===== src/rtl/tsw_pkg.sv =====
// Shared types and constants for the thinning sub-pass window block.
// Used by every module under rtl; depends on nothing else.
`default_nettype none

package tsw_pkg;

   localparam int DATA_W     = 8;
   localparam int HEIGHT_W   = 12;
   localparam int CSR_IDX_W  = 2;
   localparam int CSR_DATA_W = 12;
   localparam int FRAME_W_W  = 11;

   localparam logic [CSR_IDX_W-1:0] CSR_SUB_PASS     = 2'd0;
   localparam logic [CSR_IDX_W-1:0] CSR_FRAME_WIDTH  = 2'd1;
   localparam logic [CSR_IDX_W-1:0] CSR_FRAME_HEIGHT = 2'd2;

   localparam int RESET_WIDTH  = 480;
   localparam int RESET_HEIGHT = 480;
   localparam int MIN_SIDE     = 4;

   localparam int QUEUE_DEPTH = 4;

   // One classified window column on its way from the front to the back.
   typedef struct packed {
      logic [2:0] column;
      logic       emit;
      logic       border;
      logic       last;
   } col_item_type;

endpackage

`default_nettype wire


===== src/rtl/tsw_front.sv =====
// Front end: accepts pixels, keeps raster counters, reads and updates the line store.
// Pushes one classified window column per pixel into the queue; uses tsw_pkg.
`default_nettype none

module tsw_front import tsw_pkg::*; #(
   parameter int MAX_WIDTH = 1024,
   localparam int CW = $clog2(MAX_WIDTH)
) (
   input  wire logic                clock,
   input  wire logic                reset,
   input  wire logic                restart,
   input  wire logic [CW-1:0]       width_last,
   input  wire logic [HEIGHT_W-1:0] height_last,
   input  wire logic                in_valid,
   output logic                     in_ready,
   input  wire logic                in_pixel,
   input  wire logic                in_pad,
   input  wire logic                q_full,
   output logic                     q_push,
   output col_item_type             q_item
);

   logic [1:0] line_mem [MAX_WIDTH];
   logic [1:0] rd_ff;

   logic [CW-1:0]       col_ff, col_in;
   logic [HEIGHT_W-1:0] row_ff, row_in;
   logic [CW-1:0]       ecol_ff, ecol_in;
   logic [HEIGHT_W-1:0] erow_ff, erow_in;

   logic          s1_valid_ff, s1_valid_in;
   logic          s1_pix_ff;
   logic [CW-1:0] s1_col_ff;
   logic          s1_emit_ff, s1_border_ff, s1_last_ff;

   logic receiving, drop, take, load, adv, pix_eff;
   logic col_wrap, emit, ecol_end, erow_end, border, last;

   always_comb begin
      receiving = row_ff <= height_last;
      drop      = receiving && in_pad;
      adv       = s1_valid_ff && !q_full;
      in_ready  = !s1_valid_ff || !q_full;
      take      = in_valid && in_ready;
      load      = take && !drop;
      pix_eff   = in_pixel && receiving;
      col_wrap  = col_ff == width_last;
      emit      = !(receiving && ((row_ff == '0) ||
                                  ((row_ff == HEIGHT_W'(1)) && (col_ff == '0))));
      ecol_end  = ecol_ff == width_last;
      erow_end  = erow_ff == height_last;
      border    = (erow_ff == '0) || erow_end || (ecol_ff == '0) || ecol_end;
      last      = erow_end && ecol_end;

      col_in  = col_ff;
      row_in  = row_ff;
      ecol_in = ecol_ff;
      erow_in = erow_ff;
      if (load) begin
         col_in = col_wrap ? '0 : col_ff + CW'(1);
         row_in = row_ff + HEIGHT_W'(col_wrap && receiving);
         if (emit) begin
            if (last) begin
               col_in  = '0;
               row_in  = '0;
               ecol_in = '0;
               erow_in = '0;
            end else begin
               ecol_in = ecol_end ? '0 : ecol_ff + CW'(1);
               erow_in = erow_ff + HEIGHT_W'(ecol_end);
            end
         end
      end

      s1_valid_in = load || (s1_valid_ff && !adv);

      q_push        = adv;
      q_item.column = {s1_pix_ff, rd_ff[1], rd_ff[0]};
      q_item.emit   = s1_emit_ff;
      q_item.border = s1_border_ff;
      q_item.last   = s1_last_ff;
   end

   always_ff @(posedge clock) begin
      if (reset || restart) begin
         col_ff      <= '0;
         row_ff      <= '0;
         ecol_ff     <= '0;
         erow_ff     <= '0;
         s1_valid_ff <= 1'b0;
      end else begin
         col_ff      <= col_in;
         row_ff      <= row_in;
         ecol_ff     <= ecol_in;
         erow_ff     <= erow_in;
         s1_valid_ff <= s1_valid_in;
      end
   end

   always_ff @(posedge clock) begin
      if (load) begin
         s1_pix_ff    <= pix_eff;
         s1_col_ff    <= col_ff;
         s1_emit_ff   <= emit;
         s1_border_ff <= border;
         s1_last_ff   <= last;
      end
   end

   // Bit 0 holds the row two above, bit 1 the row one above.
   always_ff @(posedge clock) begin
      if (load) begin
         rd_ff <= line_mem[col_ff];
      end
      if (adv) begin
         line_mem[s1_col_ff] <= {s1_pix_ff, rd_ff[1]};
      end
   end

endmodule

`default_nettype wire


===== src/rtl/tsw_queue.sv =====
// Short queue of classified window columns between the front and the back end.
// Register based; uses col_item_type from tsw_pkg.
`default_nettype none

module tsw_queue import tsw_pkg::*; #(
   localparam int PW = $clog2(QUEUE_DEPTH)
) (
   input  wire logic   clock,
   input  wire logic   reset,
   input  wire logic   flush,
   input  wire logic   push,
   input  wire col_item_type push_item,
   output logic         full,
   output logic         valid,
   input  wire logic   pop,
   output col_item_type pop_item
);

   col_item_type     entry_ff [QUEUE_DEPTH];
   logic [PW-1:0]    wr_ptr_ff, rd_ptr_ff;
   logic [PW:0]      count_ff, count_in;

   always_comb begin
      full     = count_ff == (PW+1)'(QUEUE_DEPTH);
      valid    = count_ff != '0;
      pop_item = entry_ff[rd_ptr_ff];
      count_in = count_ff + (PW+1)'(push) - (PW+1)'(pop);
   end

   always_ff @(posedge clock) begin
      if (reset || flush) begin
         wr_ptr_ff <= '0;
         rd_ptr_ff <= '0;
         count_ff  <= '0;
      end else begin
         if (push) begin
            wr_ptr_ff <= wr_ptr_ff + PW'(1);
         end
         if (pop) begin
            rd_ptr_ff <= rd_ptr_ff + PW'(1);
         end
         count_ff <= count_in;
      end
   end

   always_ff @(posedge clock) begin
      if (push) begin
         entry_ff[wr_ptr_ff] <= push_item;
      end
   end

endmodule

`default_nettype wire


===== src/rtl/tsw_back.sv =====
// Back end: shifts columns into the 3x3 window, applies the thinning test, holds the result.
// Drains the column queue; uses tsw_pkg.
`default_nettype none

module tsw_back import tsw_pkg::*; (
   input  wire logic   clock,
   input  wire logic   reset,
   input  wire logic   sub_pass,
   input  wire logic   q_valid,
   input  wire col_item_type q_item,
   output logic         q_pop,
   output logic         out_valid,
   input  wire logic   out_ready,
   output logic         out_pixel,
   output logic         out_removed,
   output logic         out_last
);

   logic [8:0] window_ff, win_next;
   logic       valid_ff, valid_in;
   logic       pixel_ff, removed_ff, last_ff;
   logic [7:0] ring, ring_next;
   logic [3:0] trans, count;
   logic       n, e, s, w, m1, m2, rem;

   // Window bit 3*k+j: column k from the left, row j from the top.
   always_comb begin
      win_next  = {q_item.column, window_ff[8:3]};
      ring      = {win_next[0], win_next[1], win_next[2], win_next[5],
                   win_next[8], win_next[7], win_next[6], win_next[3]};
      ring_next = {ring[0], ring[7:1]};
      trans     = 4'($countones(~ring & ring_next));
      count     = 4'($countones(ring));
      n = ring[0];
      e = ring[2];
      s = ring[4];
      w = ring[6];
      if (sub_pass) begin
         m1 = n & e & w;
         m2 = n & s & w;
      end else begin
         m1 = n & e & s;
         m2 = e & s & w;
      end
      rem = !q_item.border && win_next[4] && (trans == 4'd1) &&
            (count >= 4'd2) && (count <= 4'd6) && !m1 && !m2;

      q_pop     = q_valid && (!valid_ff || out_ready);
      valid_in  = valid_ff && !out_ready;
      if (q_pop && q_item.emit) begin
         valid_in = 1'b1;
      end

      out_valid   = valid_ff;
      out_pixel   = pixel_ff;
      out_removed = removed_ff;
      out_last    = last_ff;
   end

   always_ff @(posedge clock) begin
      if (reset) begin
         valid_ff  <= 1'b0;
         window_ff <= '0;
      end else begin
         valid_ff <= valid_in;
         if (q_pop) begin
            window_ff <= win_next;
         end
      end
   end

   always_ff @(posedge clock) begin
      if (q_pop && q_item.emit) begin
         pixel_ff   <= win_next[4] && !rem;
         removed_ff <= rem;
         last_ff    <= q_item.last;
      end
   end

endmodule

`default_nettype wire


===== src/rtl/thinning_subpass_window_core.sv =====
// One thinning sub-pass on raster-order binary pixels, one per cycle while rsp_tready holds.
// A result registers when the pixel one row plus one position later leaves the queue;
// pad ticks after the frame flush the last row plus one results.
// The line store is read as a pixel is taken and written back as its column is queued.
// Reset is synchronous: counters, queue and handshakes clear, registers return to defaults;
// the line store has no clearing pass.
`default_nettype none

module thinning_subpass_window_core import tsw_pkg::*; #(
   parameter int MAX_WIDTH = 1024
) (
   input  wire logic                  clock,
   input  wire logic                  reset,
   input  wire logic                  req_tvalid,
   output logic                       req_tready,
   input  wire logic [DATA_W-1:0]     req_tdata,   // pixel_in, zero fill
   input  wire logic                  req_tuser,   // pad_tick
   output logic                       rsp_tvalid,
   input  wire logic                  rsp_tready,
   output logic [DATA_W-1:0]          rsp_tdata,   // pixel_out, was_removed, zero fill
   output logic                       rsp_tlast,
   input  wire logic                  csr_we,
   input  wire logic [CSR_IDX_W-1:0]  csr_index,
   input  wire logic [CSR_DATA_W-1:0] csr_wdata
);

   localparam int CW = $clog2(MAX_WIDTH);
   localparam int RESET_W_LAST = ((RESET_WIDTH > MAX_WIDTH) ? MAX_WIDTH : RESET_WIDTH) - 1;

   logic                sub_pass_ff, sub_pass_in;
   logic [CW-1:0]       width_last_ff, width_last_in;
   logic [HEIGHT_W-1:0] height_last_ff, height_last_in;

   logic         q_full, q_push, q_valid, q_pop;
   col_item_type push_item, pop_item;
   logic         out_pixel, out_removed;

   int unsigned fw, fh;

   always_comb begin
      fw = int'(csr_wdata[FRAME_W_W-1:0]);
      fh = int'(csr_wdata[HEIGHT_W-1:0]);
      sub_pass_in    = sub_pass_ff;
      width_last_in  = width_last_ff;
      height_last_in = height_last_ff;
      if (csr_we) begin
         unique case (csr_index)
            CSR_SUB_PASS: begin
               sub_pass_in = csr_wdata[0];
            end
            CSR_FRAME_WIDTH: begin
               if (fw < MIN_SIDE) begin
                  width_last_in = CW'(MIN_SIDE - 1);
               end else if (fw > MAX_WIDTH) begin
                  width_last_in = CW'(MAX_WIDTH - 1);
               end else begin
                  width_last_in = CW'(fw - 1);
               end
            end
            CSR_FRAME_HEIGHT: begin
               if (fh < MIN_SIDE) begin
                  height_last_in = HEIGHT_W'(MIN_SIDE - 1);
               end else begin
                  height_last_in = HEIGHT_W'(fh - 1);
               end
            end
            default: begin
            end
         endcase
      end
      rsp_tdata = {{(DATA_W-2){1'b0}}, out_removed, out_pixel};
   end

   always_ff @(posedge clock) begin
      if (reset) begin
         sub_pass_ff    <= 1'b0;
         width_last_ff  <= CW'(RESET_W_LAST);
         height_last_ff <= HEIGHT_W'(RESET_HEIGHT - 1);
      end else begin
         sub_pass_ff    <= sub_pass_in;
         width_last_ff  <= width_last_in;
         height_last_ff <= height_last_in;
      end
   end

   tsw_front #(
      .MAX_WIDTH(MAX_WIDTH)
   ) u_front (
      .clock      (clock),
      .reset      (reset),
      .restart    (csr_we),
      .width_last (width_last_ff),
      .height_last(height_last_ff),
      .in_valid   (req_tvalid),
      .in_ready   (req_tready),
      .in_pixel   (req_tdata[0]),
      .in_pad     (req_tuser),
      .q_full     (q_full),
      .q_push     (q_push),
      .q_item     (push_item)
   );

   tsw_queue u_queue (
      .clock    (clock),
      .reset    (reset),
      .flush    (csr_we),
      .push     (q_push),
      .push_item(push_item),
      .full     (q_full),
      .valid    (q_valid),
      .pop      (q_pop),
      .pop_item (pop_item)
   );

   tsw_back u_back (
      .clock      (clock),
      .reset      (reset),
      .sub_pass   (sub_pass_ff),
      .q_valid    (q_valid),
      .q_item     (pop_item),
      .q_pop      (q_pop),
      .out_valid  (rsp_tvalid),
      .out_ready  (rsp_tready),
      .out_pixel  (out_pixel),
      .out_removed(out_removed),
      .out_last   (rsp_tlast)
   );

endmodule

`default_nettype wire


===== config.mk =====
export PLATFORM = sky130hd
export DESIGN_NAME = thinning_subpass_window_core
export DESIGN_NICKNAME = d
export VERILOG_FILES = /design/src/rtl/tsw_pkg.sv /design/src/rtl/tsw_front.sv /design/src/rtl/tsw_queue.sv /design/src/rtl/tsw_back.sv /design/src/rtl/thinning_subpass_window_core.sv
export SDC_FILE = /design/constraint.sdc
export NUM_CORES = 2
export LEC_CHECK = 0
export BUFFER_PORTS_ARGS = -buffer_cell sky130_fd_sc_hd__buf_2
export CORE_UTILIZATION = 30
export CTS_CLUSTER_SIZE = 14
export DETAILED_ROUTE_END_ITERATION = 12
export PLACE_DENSITY = 0.55
export REMOVE_ABC_BUFFERS = 1
export SLEW_MARGIN = 10
export SYNTH_ARGS = -nofsm -noshare
export SYNTH_HDL_FRONTEND = slang
export SYNTH_SLANG_ARGS = --single-unit

===== constraint.sdc =====
create_clock -name clock -period 16.1 [get_ports clock]
set_input_delay 2.415 -clock clock [delete_from_list [all_inputs] [get_ports clock]]
set_output_delay 2.415 -clock clock [all_outputs]
set_load 0.01 [all_outputs]

==> flow_summary_export.csv <==
group,metric,value,unit
power,power.total,11.6,mW
grt,grtUsageTotal,17.4,%
timing,fin_skew,0.0783,ns
logic_synthesis,ys_ff_latch,2175,
power,cell_internal_pwr,9.15,mW
routing,vias_per_cell,5.30,
placed_design,dp.cells,9180,
logic_synthesis,syn_avg_cell_area,16.5,µm²
logic_synthesis,synthCells,5494,
cts,cts_root_buf,"clkbuf_16",
cts,clk_latency,0.88,ns
timing,rsz0062_at_grt,"no",
floorplanning,rows,201,
floorplanning,die_w,551,µm
worst_hold_path,hp-class,"reg -> reg",
cts,clock-sinks,2175,
final_layout,layout_common_cells,"edfxtp_1 (2091), nor2_1 (1113), mux4_2 (473)",
timing,fin_ws,9.71,ns
floorplanning,io_pins,39,
critical_path,worstSetupPathType,"reg -> reg",
cts,clk_pin_slew,0.06,ns
final_layout,layout_commonest_cell,"edfxtp_1",
cts,holdBufCountCts,0,
floorplanning,die_h,551,µm
cts,htreeDepth,4,
logic_synthesis,yosysSeqAreaShare,71.3,%
critical_path,cp-start-kind,"flop",
timing,worst_pin_slew,1.33,ns
critical_path,crit_path_end_kind,"flop",
power,seqPwrFrac,53.5,%
grt,antenna_found_initial,12,
power,leakage,29.8,nW
timing,max_freq,157,MHz
placed_design,place_ws,9.66,ns
cts,cts_buffers,222,
cts,cts_resized,0,
floorplanning,die-area,0.304,mm²
grt,grt_pass1_wl,379000,µm
critical_path,arrival,7.01,ns
logic_synthesis,yosysTopAreaCell,"edfxtp_1",
final_layout,fill_cells,28500,
grt,grt_max_degree,265,
critical_path,crit_path_top_delay_cell,"buf_4",
run_status,status,"complete, no violations",
cts,cts_buffer_depth,3,
logic_synthesis,synth_area,0.0904,mm²
power,p_switching,2.46,mW
power,p_comb_share,3.0,%
timing,setup_viol,0,
power,ir_drop,0.000119,V
timing,period_needed,6.39,ns
logic_synthesis,synth_ff_type,"edfxtp_1",
logic_synthesis,ys_async_sr_fraction,0,%
final_layout,multiInputGateArea,0.0242,mm²
cts,postCtsSetupRepairBufs,0,
flow_run,cap_violations,0,
routing,firstDrtPassIters,6,
logic_synthesis,synthDistinctLibCells,79,
logic_synthesis,yosys_warnings,0,
final_layout,area_growth,13.2,%
grt,overflow,0,
logic_synthesis,synthTopCellsByArea,"edfxtp_1 (69%), mux4_2 (12%), nor2_1 (4.6%)",
final_layout,layout-drive-gt1-share,18.7,%
critical_path,cp_max_fo,79,
grt,grt_pass1_vias,50900,
final_layout,fin_nets,5523,
logic_synthesis,synthDominantCellAreaShare,69.5,%
timing,max-slew-margin-rel,11.0,%
power,p_per_area,114,mW/mm²
logic_synthesis,synth_edf_count,2091,
final_layout,seq_area,0.0645,mm²
timing,hold_viol_final,0,
routing,ant_nets,0,
placed_design,port_buffers,25,
routing,wl_per_cell,27.9,µm
routing,drc,0,
placed_design,dp_hpwl,144000,µm
final_layout,layout.cells.non_filler,9599,
routing,wirelength,267000,µm
floorplanning,core-area,0.300,mm²
routing,vias,50900,
timing,report.final.slew_viol_count,0,
critical_path,crit_chain,"buf_12 -> buf_12 -> buf_4 -> buf_4 -> mux4_2 -> a22oi_1 -> nand2_1 -> a221o_1 -> nor3_1 -> nor3_1 -> or4_1",
cts,cts_tree,"built",
timing,fin_crit_sh,39.7,%
power,switching_share,21.2,%
floorplanning,start_util,30.2,%
routing,drt_iter0_drc,6652,
placed_design,gp_congestion,0.808,
power,clkPwrFrac,43.5,%
critical_path,required,16.72,ns
critical_path,cpPeakStageDelay,0.73,ns
[stage by stage]
stage / hold WS (ns) / cell area, µm² / util, % / TNS, ns
floorplan: 0.450 / 88300 / - / -425.01
global route: 0.512 / 102000 / 34.1 / 0
detailed placement: 0.481 / 95200 / 31.7 / 0
CTS: 0.502 / 102000 / 34.1 / 0
global placement: 0.480 / 95100 / 31.7 / 0
finish: 0.505 / 102000 / 34.1 / 0
[worst paths after layout]
check	slack [ns]	cells past startpoint	to	start
setup / recovery	9.71	11	u_front.rd_ff[0]$_DFFE_PP_	u_front.col_ff[0]$_SDFFE_PP0P_
hold / removal	0.50	0	u_queue.entry_ff[0][0]$_DFFE_PP_	u_front.s1_last_ff$_DFFE_PP_
setup reg to reg	9.71	11	u_front.rd_ff[0]$_DFFE_PP_	u_front.col_ff[0]$_SDFFE_PP0P_
hold reg to reg	0.50	0	u_queue.entry_ff[0][0]$_DFFE_PP_	u_front.s1_last_ff$_DFFE_PP_
[state kept, by name, indices dropped and copies added (netlist names), 3 cells and up, named ones only]
signal and count:
u_front.line_mem 2048, u_queue.entry_ff 24, height_last_ff 12, u_front.erow_ff 12
u_front.row_ff 12, u_front.col_ff 10, u_front.ecol_ff 10, u_front.s1_col_ff 10
width_last_ff 10, u_back.window_ff 6, u_queue.count_ff 3
[Yosys cell counts (10+ instances only)]
library cell,instances
or3_1,16
nand4_1,18
buf_6,24
o221ai_1,42
buf_1,33
and2_1,18
nand2b_1,18
o21ai_0,48
inv_1,51
a211oi_1,16
edfxtp_1,2091
nand3_1,79
nor2_1,1118
nor3_1,38
o22ai_1,58
nor3b_1,10
ha_1,40
and3_1,18
o211ai_1,20
mux2_2,22
xor2_1,51
nor2b_1,24
nor4_1,31
clkbuf_1,283
a31oi_1,19
buf_2,58
dfxtp_1,84
xnor2_1,18
mux4_2,473
a21oi_1,86
mux2i_1,185
buf_4,39
nand2_1,177
a22oi_1,41
[critical path, delay by kind of cell (launching register included)]
kind                   cells  cell delay (ns)
buffers and inverters      4             2.59
multiplexers               1             0.64
AND/OR/NAND/NOR            4             1.39
AO/OA/AOI/OAI              2             0.56
flip-flops                 1             0.71
[layer usage]
metal	share of wire [%]	global-route usage [%]	vias to the layer above
li1	-	-	21200
met1	42	24.1	27000
met2	47	28.0	2296
met3	8.8	3.39	372
met4	2.5	4.56	2
met5	0.011	0	-
[power by group through the flow]
stage | Combinational, mW | Clock [mW] | Sequential, mW
2_1_floorplan | 0.285 | 0 | 6.43
3_3_place_gp | 0.346 | 0 | 6.33
3_5_place_dp | 0.352 | 0 | 6.33
4_1_cts | 0.353 | 5.13 | 6.21
5_1_grt | 0.386 | 5.33 | 6.21
6_report | 0.347 | 5.05 | 6.21
[cell type report]
cell class	instances	share of cell area [%]
Inverter	54	0.201
Clock inverter	144	1.26
Timing Repair Buffer	162	1.30
Multi-Input combinational cell	2831	23.6
Clock buffer	273	5.70
Sequential cell	2175	63.0
Antenna cell	2	0.00489
Tap cell	3958	4.84
[kinds of logic (layout without fill, tap and decap cells)]
kind of cell / count (synthesis) / count (layout) / synth area share, %
AOI/OAI and AO/OA: 431 / 431 / 3.26
xor gates and xnor gates: 69 / 69 / 0.669
adders and majority gates: 49 / 49 / 0.753
buffers and inverters: 493 / 633 / 2.52
DFF: 2175 / 2175 / 71.3
muxes: 683 / 683 / 14.1
other: 1 / 8 / 0.00415
and+or+nand+nor: 1593 / 1593 / 7.33
Power figures use the tool's default switching activity.
